### src/hw/rtl/asob_pkg.sv
// ----------------------------------------------------------------------------
// asob_pkg
// Shared types, constants and helpers for the source-over alpha blender.
// ----------------------------------------------------------------------------
package asob_pkg;

  localparam int unsigned MAX_DIM     = 4096;
  localparam int unsigned COORD_W     = 12;
  localparam int unsigned DIM_W       = 13;
  localparam int unsigned CHAN_W      = 8;
  localparam int unsigned PROD_W      = 2 * CHAN_W;
  localparam int unsigned QUEUE_DEPTH = 4;

  localparam logic [DIM_W-1:0]  DIM_LIMIT  = DIM_W'(MAX_DIM);
  localparam logic [CHAN_W-1:0] CHAN_FULL  = '1;

  typedef enum logic [2:0] {
    REG_ALPHA_MULT = 3'd0,
    REG_OFFSET_X   = 3'd1,
    REG_OFFSET_Y   = 3'd2,
    REG_IMG_WIDTH  = 3'd3,
    REG_IMG_HEIGHT = 3'd4
  } reg_idx_t;

  // classified request, front to back
  typedef struct packed {
    logic               write;
    logic [COORD_W-1:0] col;
    logic [COORD_W-1:0] row;
    logic [CHAN_W-1:0]  sa;
    logic [CHAN_W-1:0]  src_red;
    logic [CHAN_W-1:0]  src_green;
    logic [CHAN_W-1:0]  src_blue;
    logic [CHAN_W-1:0]  dst_red;
    logic [CHAN_W-1:0]  dst_green;
    logic [CHAN_W-1:0]  dst_blue;
    logic [CHAN_W-1:0]  dst_alpha;
  } job_t;

  // exact floor(x / 255) for x <= 255 * 255
  function automatic logic [CHAN_W-1:0] div255(input logic [PROD_W-1:0] x);
    logic [PROD_W:0] t;
    t = {1'b0, x} + (PROD_W+1)'(1) + {{(CHAN_W+1){1'b0}}, x[PROD_W-1:CHAN_W]};
    return t[PROD_W-1:CHAN_W];
  endfunction

endpackage

### src/hw/rtl/asob_front.sv
// ----------------------------------------------------------------------------
// asob_front
// Scales source alpha, offsets and clips the position, builds the request.
// ----------------------------------------------------------------------------
module asob_front (
  input  logic [asob_pkg::CHAN_W-1:0]  alpha_multiplier,
  input  logic [asob_pkg::DIM_W-1:0]   offset_x,
  input  logic [asob_pkg::DIM_W-1:0]   offset_y,
  input  logic [asob_pkg::DIM_W-1:0]   image_width,
  input  logic [asob_pkg::DIM_W-1:0]   image_height,
  input  logic [asob_pkg::COORD_W-1:0] src_col,
  input  logic [asob_pkg::COORD_W-1:0] src_row,
  input  logic [asob_pkg::CHAN_W-1:0]  src_red,
  input  logic [asob_pkg::CHAN_W-1:0]  src_green,
  input  logic [asob_pkg::CHAN_W-1:0]  src_blue,
  input  logic [asob_pkg::CHAN_W-1:0]  src_alpha,
  input  logic [asob_pkg::CHAN_W-1:0]  dst_red,
  input  logic [asob_pkg::CHAN_W-1:0]  dst_green,
  input  logic [asob_pkg::CHAN_W-1:0]  dst_blue,
  input  logic [asob_pkg::CHAN_W-1:0]  dst_alpha,
  output asob_pkg::job_t               job
);

  logic [asob_pkg::PROD_W-1:0] alpha_prod;
  logic [asob_pkg::CHAN_W-1:0] sa;
  logic signed [asob_pkg::DIM_W:0] tx;
  logic signed [asob_pkg::DIM_W:0] ty;
  logic [asob_pkg::DIM_W-1:0] width_eff;
  logic [asob_pkg::DIM_W-1:0] height_eff;
  logic src_ok;
  logic in_clip;

  always_comb begin
    alpha_prod = src_alpha * alpha_multiplier;
    sa         = asob_pkg::div255(alpha_prod);

    tx = $signed({offset_x[asob_pkg::DIM_W-1], offset_x}) +
         $signed({2'b00, src_col});
    ty = $signed({offset_y[asob_pkg::DIM_W-1], offset_y}) +
         $signed({2'b00, src_row});

    width_eff  = (image_width > asob_pkg::DIM_LIMIT) ? asob_pkg::DIM_LIMIT : image_width;
    height_eff = (image_height > asob_pkg::DIM_LIMIT) ? asob_pkg::DIM_LIMIT : image_height;

    src_ok = ({1'b0, src_col} < asob_pkg::DIM_LIMIT) &&
             ({1'b0, src_row} < asob_pkg::DIM_LIMIT);

    in_clip = src_ok &&
              !tx[asob_pkg::DIM_W] && (tx[asob_pkg::DIM_W-1:0] < width_eff) &&
              !ty[asob_pkg::DIM_W] && (ty[asob_pkg::DIM_W-1:0] < height_eff);

    job.write     = in_clip && (sa != '0);
    job.col       = job.write ? tx[asob_pkg::COORD_W-1:0] : '0;
    job.row       = job.write ? ty[asob_pkg::COORD_W-1:0] : '0;
    job.sa        = sa;
    job.src_red   = src_red;
    job.src_green = src_green;
    job.src_blue  = src_blue;
    job.dst_red   = dst_red;
    job.dst_green = dst_green;
    job.dst_blue  = dst_blue;
    job.dst_alpha = dst_alpha;
  end

endmodule

### src/hw/rtl/asob_queue.sv
// ----------------------------------------------------------------------------
// asob_queue
// Short request queue between the front and back ends.
// ----------------------------------------------------------------------------
module asob_queue #(
  parameter int unsigned DEPTH = asob_pkg::QUEUE_DEPTH
) (
  input  logic           clk,
  input  logic           rst,
  input  logic           wr_en,
  input  asob_pkg::job_t wr_data,
  output logic           full,
  input  logic           rd_en,
  output asob_pkg::job_t rd_data,
  output logic           empty
);

  localparam int unsigned AW = (DEPTH > 1) ? $clog2(DEPTH) : 1;
  localparam int unsigned CW = $clog2(DEPTH + 1);

  asob_pkg::job_t mem [DEPTH];
  logic [AW-1:0]  wr_ptr;
  logic [AW-1:0]  rd_ptr;
  logic [CW-1:0]  count;
  logic           do_wr;
  logic           do_rd;

  assign full    = (count == CW'(DEPTH));
  assign empty   = (count == '0);
  assign do_wr   = wr_en && !full;
  assign do_rd   = rd_en && !empty;
  assign rd_data = mem[rd_ptr];

  always_ff @(posedge clk) begin
    if (do_wr) begin
      mem[wr_ptr] <= wr_data;
    end
  end

  always_ff @(posedge clk) begin
    if (rst) begin
      wr_ptr <= '0;
      rd_ptr <= '0;
      count  <= '0;
    end else begin
      if (do_wr) begin
        wr_ptr <= (wr_ptr == AW'(DEPTH - 1)) ? '0 : wr_ptr + AW'(1);
      end
      if (do_rd) begin
        rd_ptr <= (rd_ptr == AW'(DEPTH - 1)) ? '0 : rd_ptr + AW'(1);
      end
      if (do_wr && !do_rd) begin
        count <= count + CW'(1);
      end else if (do_rd && !do_wr) begin
        count <= count - CW'(1);
      end
    end
  end

endmodule

### src/hw/rtl/asob_back.sv
// ----------------------------------------------------------------------------
// asob_back
// Two-stage blend pipeline: channel products, then divide by 255 and select.
// ----------------------------------------------------------------------------
module asob_back (
  input  logic                         clk,
  input  logic                         rst,
  input  logic                         req_valid,
  input  asob_pkg::job_t               req,
  output logic                         req_take,
  output logic                         res_valid,
  input  logic                         res_pop,
  output logic                         write_pixel,
  output logic [asob_pkg::COORD_W-1:0] target_col,
  output logic [asob_pkg::COORD_W-1:0] target_row,
  output logic [asob_pkg::CHAN_W-1:0]  out_red,
  output logic [asob_pkg::CHAN_W-1:0]  out_green,
  output logic [asob_pkg::CHAN_W-1:0]  out_blue,
  output logic [asob_pkg::CHAN_W-1:0]  out_alpha
);

  localparam int unsigned CW = asob_pkg::CHAN_W;
  localparam int unsigned PW = asob_pkg::PROD_W;

  logic [2:0][CW-1:0]     src_c;
  logic [2:0][CW-1:0]     dst_c;
  logic [2:0][PW-1:0]     mix_next;
  logic [PW-1:0]          pa_next;
  logic signed [CW:0]     diff;
  logic signed [PW+1:0]   term;
  logic [PW-1:0]          base;

  logic                   s1_valid;
  logic                   s1_write;
  logic [asob_pkg::COORD_W-1:0] s1_col;
  logic [asob_pkg::COORD_W-1:0] s1_row;
  logic [CW-1:0]          s1_sa;
  logic [2:0][PW-1:0]     s1_mix;
  logic [PW-1:0]          s1_pa;
  logic [2:0][CW-1:0]     s1_dst;
  logic [CW-1:0]          s1_dst_alpha;

  logic                   adv_out;
  logic                   ld1;

  assign adv_out  = !res_valid || res_pop;
  assign ld1      = !s1_valid || adv_out;
  assign req_take = req_valid && ld1;

  // c = dst * 255 + sa * (src - dst)
  always_comb begin
    src_c = {req.src_blue, req.src_green, req.src_red};
    dst_c = {req.dst_blue, req.dst_green, req.dst_red};
    diff  = '0;
    term  = '0;
    base  = '0;
    for (int i = 0; i < 3; i++) begin
      diff        = $signed({1'b0, src_c[i]}) - $signed({1'b0, dst_c[i]});
      term        = diff * $signed({1'b0, req.sa});
      base        = {dst_c[i], {CW{1'b0}}} - {{CW{1'b0}}, dst_c[i]};
      mix_next[i] = PW'(term + $signed({2'b00, base}));
    end
    pa_next = req.dst_alpha * (asob_pkg::CHAN_FULL - req.sa);
  end

  always_ff @(posedge clk) begin
    if (rst) begin
      s1_valid  <= 1'b0;
      res_valid <= 1'b0;
    end else begin
      if (ld1) begin
        s1_valid <= req_valid;
      end
      if (adv_out) begin
        res_valid <= s1_valid;
      end
    end
  end

  always_ff @(posedge clk) begin
    if (req_take) begin
      s1_write     <= req.write;
      s1_col       <= req.col;
      s1_row       <= req.row;
      s1_sa        <= req.sa;
      s1_mix       <= mix_next;
      s1_pa        <= pa_next;
      s1_dst       <= dst_c;
      s1_dst_alpha <= req.dst_alpha;
    end
    if (adv_out && s1_valid) begin
      write_pixel <= s1_write;
      target_col  <= s1_col;
      target_row  <= s1_row;
      if (s1_write) begin
        out_red   <= asob_pkg::div255(s1_mix[0]);
        out_green <= asob_pkg::div255(s1_mix[1]);
        out_blue  <= asob_pkg::div255(s1_mix[2]);
        out_alpha <= s1_sa + asob_pkg::div255(s1_pa);
      end else begin
        out_red   <= s1_dst[0];
        out_green <= s1_dst[1];
        out_blue  <= s1_dst[2];
        out_alpha <= s1_dst_alpha;
      end
    end
  end

endmodule

### src/hw/rtl/alpha_source_over_blend.sv
// ----------------------------------------------------------------------------
// alpha_source_over_blend
// A pushed request is held in the request queue, then in the first blend stage, and is registered at the output ports.
// Throughput: one pixel per cycle through the two-stage blend pipeline while results are popped as they appear.
// The request queue absorbs output stalls up to its depth before full rises.
// Reset: clears queue and pipeline; registers return to 255, 0, 0, 4096, 4096.
// ----------------------------------------------------------------------------
module alpha_source_over_blend #(
  parameter int unsigned QUEUE_DEPTH = asob_pkg::QUEUE_DEPTH
) (
  input  logic                         clk,
  input  logic                         rst,
  input  logic                         psel,
  input  logic                         penable,
  input  logic                         pwrite,
  input  logic [4:0]                   paddr,
  input  logic [31:0]                  pwdata,
  output logic [31:0]                  prdata,
  output logic                         pready,
  input  logic                         push,
  output logic                         full,
  input  logic [asob_pkg::COORD_W-1:0] src_col,
  input  logic [asob_pkg::COORD_W-1:0] src_row,
  input  logic [asob_pkg::CHAN_W-1:0]  src_red,
  input  logic [asob_pkg::CHAN_W-1:0]  src_green,
  input  logic [asob_pkg::CHAN_W-1:0]  src_blue,
  input  logic [asob_pkg::CHAN_W-1:0]  src_alpha,
  input  logic [asob_pkg::CHAN_W-1:0]  dst_red,
  input  logic [asob_pkg::CHAN_W-1:0]  dst_green,
  input  logic [asob_pkg::CHAN_W-1:0]  dst_blue,
  input  logic [asob_pkg::CHAN_W-1:0]  dst_alpha,
  output logic                         empty,
  input  logic                         pop,
  output logic                         write_pixel,
  output logic [asob_pkg::COORD_W-1:0] target_col,
  output logic [asob_pkg::COORD_W-1:0] target_row,
  output logic [asob_pkg::CHAN_W-1:0]  out_red,
  output logic [asob_pkg::CHAN_W-1:0]  out_green,
  output logic [asob_pkg::CHAN_W-1:0]  out_blue,
  output logic [asob_pkg::CHAN_W-1:0]  out_alpha
);

  localparam int unsigned DW = asob_pkg::DIM_W;

  logic [asob_pkg::CHAN_W-1:0] alpha_multiplier;
  logic [DW-1:0]               offset_x;
  logic [DW-1:0]               offset_y;
  logic [DW-1:0]               image_width;
  logic [DW-1:0]               image_height;

  asob_pkg::reg_idx_t reg_idx;
  logic               reg_wr;

  asob_pkg::job_t front_job;
  asob_pkg::job_t q_head;
  logic           q_full;
  logic           q_empty;
  logic           q_take;
  logic           res_valid;

  assign reg_idx = asob_pkg::reg_idx_t'(paddr[4:2]);
  assign reg_wr  = psel && penable && pwrite;
  assign pready  = 1'b1;

  always_ff @(posedge clk) begin
    if (rst) begin
      alpha_multiplier <= asob_pkg::CHAN_FULL;
      offset_x         <= '0;
      offset_y         <= '0;
      image_width      <= asob_pkg::DIM_LIMIT;
      image_height     <= asob_pkg::DIM_LIMIT;
    end else if (reg_wr) begin
      unique case (reg_idx)
        asob_pkg::REG_ALPHA_MULT: alpha_multiplier <= pwdata[asob_pkg::CHAN_W-1:0];
        asob_pkg::REG_OFFSET_X:   offset_x         <= pwdata[DW-1:0];
        asob_pkg::REG_OFFSET_Y:   offset_y         <= pwdata[DW-1:0];
        asob_pkg::REG_IMG_WIDTH:  image_width      <= pwdata[DW-1:0];
        asob_pkg::REG_IMG_HEIGHT: image_height     <= pwdata[DW-1:0];
        default: ;
      endcase
    end
  end

  always_comb begin
    unique case (reg_idx)
      asob_pkg::REG_ALPHA_MULT: prdata = {24'd0, alpha_multiplier};
      asob_pkg::REG_OFFSET_X:   prdata = {{(32-DW){1'b0}}, offset_x};
      asob_pkg::REG_OFFSET_Y:   prdata = {{(32-DW){1'b0}}, offset_y};
      asob_pkg::REG_IMG_WIDTH:  prdata = {{(32-DW){1'b0}}, image_width};
      asob_pkg::REG_IMG_HEIGHT: prdata = {{(32-DW){1'b0}}, image_height};
      default:                  prdata = '0;
    endcase
  end

  asob_front u_front (
    .alpha_multiplier (alpha_multiplier),
    .offset_x         (offset_x),
    .offset_y         (offset_y),
    .image_width      (image_width),
    .image_height     (image_height),
    .src_col          (src_col),
    .src_row          (src_row),
    .src_red          (src_red),
    .src_green        (src_green),
    .src_blue         (src_blue),
    .src_alpha        (src_alpha),
    .dst_red          (dst_red),
    .dst_green        (dst_green),
    .dst_blue         (dst_blue),
    .dst_alpha        (dst_alpha),
    .job              (front_job)
  );

  asob_queue #(
    .DEPTH (QUEUE_DEPTH)
  ) u_queue (
    .clk     (clk),
    .rst     (rst),
    .wr_en   (push),
    .wr_data (front_job),
    .full    (q_full),
    .rd_en   (q_take),
    .rd_data (q_head),
    .empty   (q_empty)
  );

  assign full = q_full;

  asob_back u_back (
    .clk         (clk),
    .rst         (rst),
    .req_valid   (!q_empty),
    .req         (q_head),
    .req_take    (q_take),
    .res_valid   (res_valid),
    .res_pop     (pop),
    .write_pixel (write_pixel),
    .target_col  (target_col),
    .target_row  (target_row),
    .out_red     (out_red),
    .out_green   (out_green),
    .out_blue    (out_blue),
    .out_alpha   (out_alpha)
  );

  assign empty = !res_valid;

`ifndef NO_ASSERTIONS
  a_queue_state: assert property (@(posedge clk) disable iff (rst)
    !(q_full && q_empty))
    else $error("queue full and empty at once");

  a_reset_empty: assert property (@(posedge clk)
    rst |=> (empty && !full))
    else $error("result or full flag after reset");

  a_pass_coords: assert property (@(posedge clk) disable iff (rst)
    (!empty && !write_pixel) |-> (target_col == '0 && target_row == '0))
    else $error("pass-through result with nonzero target");

  a_take_needs_entry: assert property (@(posedge clk) disable iff (rst)
    q_take |-> !q_empty)
    else $error("back end took from empty queue");
`endif

endmodule
### config.mk
export PLATFORM = sky130hd
export DESIGN_NAME = alpha_source_over_blend
export DESIGN_NICKNAME = d
export VERILOG_FILES = /design/src/hw/rtl/asob_pkg.sv /design/src/hw/rtl/asob_front.sv /design/src/hw/rtl/asob_queue.sv /design/src/hw/rtl/asob_back.sv /design/src/hw/rtl/alpha_source_over_blend.sv
export SDC_FILE = /design/constraint.sdc
export NUM_CORES = 2
export LEC_CHECK = 0
export BUFFER_PORTS_ARGS = -buffer_cell sky130_fd_sc_hd__buf_4
export CELL_PAD_IN_SITES_DETAIL_PLACEMENT = 0
export CELL_PAD_IN_SITES_GLOBAL_PLACEMENT = 1
export CORE_AREA = 10 10 376 378
export DETAILED_ROUTE_END_ITERATION = 8
export DIE_AREA = 0 0 386 388
export GPL_ROUTABILITY_DRIVEN = 1
export HOLD_SLACK_MARGIN = 0.1
export PLACE_DENSITY_LB_ADDON = 0.08
export SYNTH_ARGS = -nofsm -noshare
export SYNTH_HDL_FRONTEND = slang
export SYNTH_SLANG_ARGS = --single-unit
export TNS_END_PERCENT = 10
### constraint.sdc
create_clock -name clk -period 16.1 [get_ports clk]
set_input_delay 3.22 -clock clk [delete_from_list [all_inputs] [get_ports clk]]
set_output_delay 3.22 -clock clk [all_outputs]
set_load 0.05 [all_outputs]
==> results.rst <==
.. list-table::
   :header-rows: 1

   * - Metric
     - Value
   * - Status
     - complete, no violations
   * - Maximum cell stage delay along the critical path
     - 0.67 ns
   * - CP Data Required Time
     - 16.51 ns
   * - Type of the setup path with the least slack
     - input port to flop
   * - First-pass GRT wire length
     - about 170 mm
   * - Clock tree from TritonCTS
     - yes
   * - Core area
     - 0.133 mm2
   * - Synthesized cell area
     - 0.0398 mm2
   * - Slew HR
     - 0.255
   * - Wire length per cell after detailed routing
     - 20.5 um
   * - Share of post-route cells with drive strength above 1
     - 0.133
   * - Count of antenna-violating nets left after detailed routing
     - 0
   * - Warnings, synthesis
     - 0
   * - Most frequent cell on the critical path
     - sky130_fd_sc_hd__fa_1
   * - Type of the tightest min-delay check
     - flop to flop
   * - Worst slack at placement
     - 5.52 ns
   * - Register area share after synthesis
     - 0.444
   * - Ratio of routed vias to standard cells
     - 4.62
   * - Final critical delay including setup and external delays
     - 9.83 ns
   * - Main flop type after synthesis
     - sky130_fd_sc_hd__edfxtp_1
   * - Total of buffers placed on input and output ports
     - 182
   * - Number of DRC violations after detailed routing
     - 0
   * - Period utilization
     - 0.610
   * - Top achievable clock speed
     - 102 MHz
   * - Critical-path maximum fanout
     - 25
   * - Max-slew violations
     - 0
   * - Die Outline Area
     - roughly 0.15 mm2
   * - Total global routing track utilization
     - 0.145
   * - Setup crit start kind
     - input port
   * - Total I/O pin count
     - between 200 and 250
   * - Number of cells produced by synthesis
     - 3,241
   * - Total Wirelength
     - 108 mm
   * - Number of buffers inserted to repair setup after CTS
     - 0
   * - Clock latency at the later pin of the worst-skew pair
     - 0.69 ns
   * - Most used cells in the layout excluding fill and tap cells
     - 542 x sky130_fd_sc_hd__edfxtp_1, 442 x sky130_fd_sc_hd__inv_1, 307 x sky130_fd_sc_hd__fa_1
   * - Number of flops mapped to enable cells by yosys
     - ~540
   * - Height of the chip
     - approximately 390 um
   * - Number of placement rows
     - 134
   * - Pin count of the biggest net entering global routing
     - 73
   * - Critical Path AT
     - 10.23 ns
   * - Post-route setup slack
     - 6.27 ns
   * - DR vias
     - 24,400
   * - FF+latch count, synth
     - 613
   * - CP Capture Type
     - flop
   * - Final Setup Violations
     - 0
   * - Width of the die
     - 386 um
   * - MaxCap Viol Count
     - 0
   * - Final Hold Violating Endpoints
     - 0
   * - Cell with the largest stage delay on the worst path
     - sky130_fd_sc_hd__xnor2_1
   * - Clock-pin slew on the worst setup and hold paths
     - 0.06 ns
   * - Number of distinct library cells after synthesis
     - ~70
   * - Number of clock sinks
     - 613
   * - TritonCTS buffer count
     - between 70 and 80
   * - Mean post-synth cell area
     - 12.3 um2
   * - H-tree depth
     - 3
   * - GP Congestion
     - 0.801
   * - Final global-route overflow total
     - 0
   * - Worst-margin pin slew
     - 1.11 ns
   * - # hold bufs at CTS
     - 0
   * - Clock Root Buffer
     - sky130_fd_sc_hd__clkbuf_16
   * - Total Nets Final
     - 4,179
   * - RSZ-0062 raised after global routing
     - no
   * - First-pass detailed-route iteration total
     - 6
   * - Fraction of registers with async set/reset
     - 0
   * - Deepest clock path buffer count
     - 3
   * - Final setup TNS
     - 0 ns
   * - Violation count after the first detailed-route iteration
     - between 1,000 and 1,500
   * - Clock tree skew after final layout
     - 0.0501 ns
   * - Number of global-route vias before repair
     - 26,500
   * - Fillcell total
     - 13,200
   * - Number of antenna violations at the first check in global routing
     - 11
   * - Effective utilization at floorplan
     - 0.299
   * - Detailed Place HPWL
     - 80.2 mm
   * - Relative area change from synthesis to final layout
     - 14.9%
   * - Resized Gates After CTS
     - 0
   * - Most common cell after layout, fill and taps aside
     - sky130_fd_sc_hd__edfxtp_1
==> path summary, 6_finish.rpt <==
check                                           startpoint  cells past startpoint                        endpoint  slack, ns
worst max-delay path                          src_alpha[6]                     25    u_queue.mem[0][87]$_DFFE_PP_       6.27
worst min-delay path            u_back.s1_row[8]$_DFFE_PP_                      0  u_back.target_row[8]$_DFFE_PP_       0.41
worst max register to register                        flop                     27     u_back.s1_mix[15]$_DFFE_PP_       6.64
worst min register to register  u_back.s1_row[8]$_DFFE_PP_                      0  u_back.target_row[8]$_DFFE_PP_       0.41
==> final cells by class <==
type | instances | area [um2] | share of cell area
tap | 1768 | 2210 | 0.0483
clock buffer | 90 | 1920 | 0.0420
inverter | 446 | 1670 | 0.0366
timing repair buffer | 219 | 1660 | 0.0362
clock inverter | 44 | 502 | 0.0110
multi-input combinational | 2087 | 20100 | 0.439
antenna | 1 | 2.50 | 0.0000547
sequential | 613 | 17700 | 0.387
==> logic make-up after synthesis <==
logic type	after synthesis	share of synthesized area
flip-flops	613	0.444
adder cells (fa/ha/maj)	607	0.248
multiplexers	168	0.0676
AND/OR/NAND/NOR	761	0.0880
buffers and inverters	559	0.0548
AO/OA/AOI/OAI	357	0.0581
other	2	0.000189
XOR/XNOR	174	0.0386
==> routing by layer <==
layer	track usage	wire [um]
met1	0.196	50000
met2	0.235	50600
met3	0.0315	5320
met4	0.0356	1910
met5	0	115
==> per-stage QoR <==
stage,utilization,instances,hold slack (ns),area [um2]
2_1_floorplan,-,3259,0.400,39900
3_3_place_gp,0.325,5133,0.407,43300
3_5_place_dp,0.325,5133,0.406,43300
4_1_cts,0.343,5267,0.418,45800
5_1_grt,0.343,5267,0.425,45800
6_report,0.343,5268,0.415,45800
==> worst max-delay path: cells and delay by family <==
kind            cells  cell delay, ns
compound gates      9            2.00
xor+xnor            1            0.67
fa+ha+maj           7            3.05
buf+inv             4            0.61
simple gates        4            0.66
==> cells in the mapped netlist (all sizes together), types with 45 or more instances <==
cell,number,area [um2]
edfxtp,542,16300
inv,443,1660
fa,307,6150
ha,299,3740
nor2,252,946
nand2,241,905
xnor2,119,1040
a21oi,107,539
and2,94,588
mux4,78,1760
dfxtp,71,1420
clkbuf,68,255
o21ai,64,320
mux2i,61,611
xor2,54,473
buf,45,253
==> sequential cells by signal (all words and copies together) (netlist names), 13 cells and up, named ones only <==
name           count
u_queue.mem      356
u_back.s1_mix     48
u_back.s1_dst     24
u_back.s1_pa      16
image_height      13
image_width       13
offset_x          13
offset_y          13
Power is left out: the tool's default activity adds up to more than one toggle a clock period on the data nets, which glitch-free logic cannot reach.
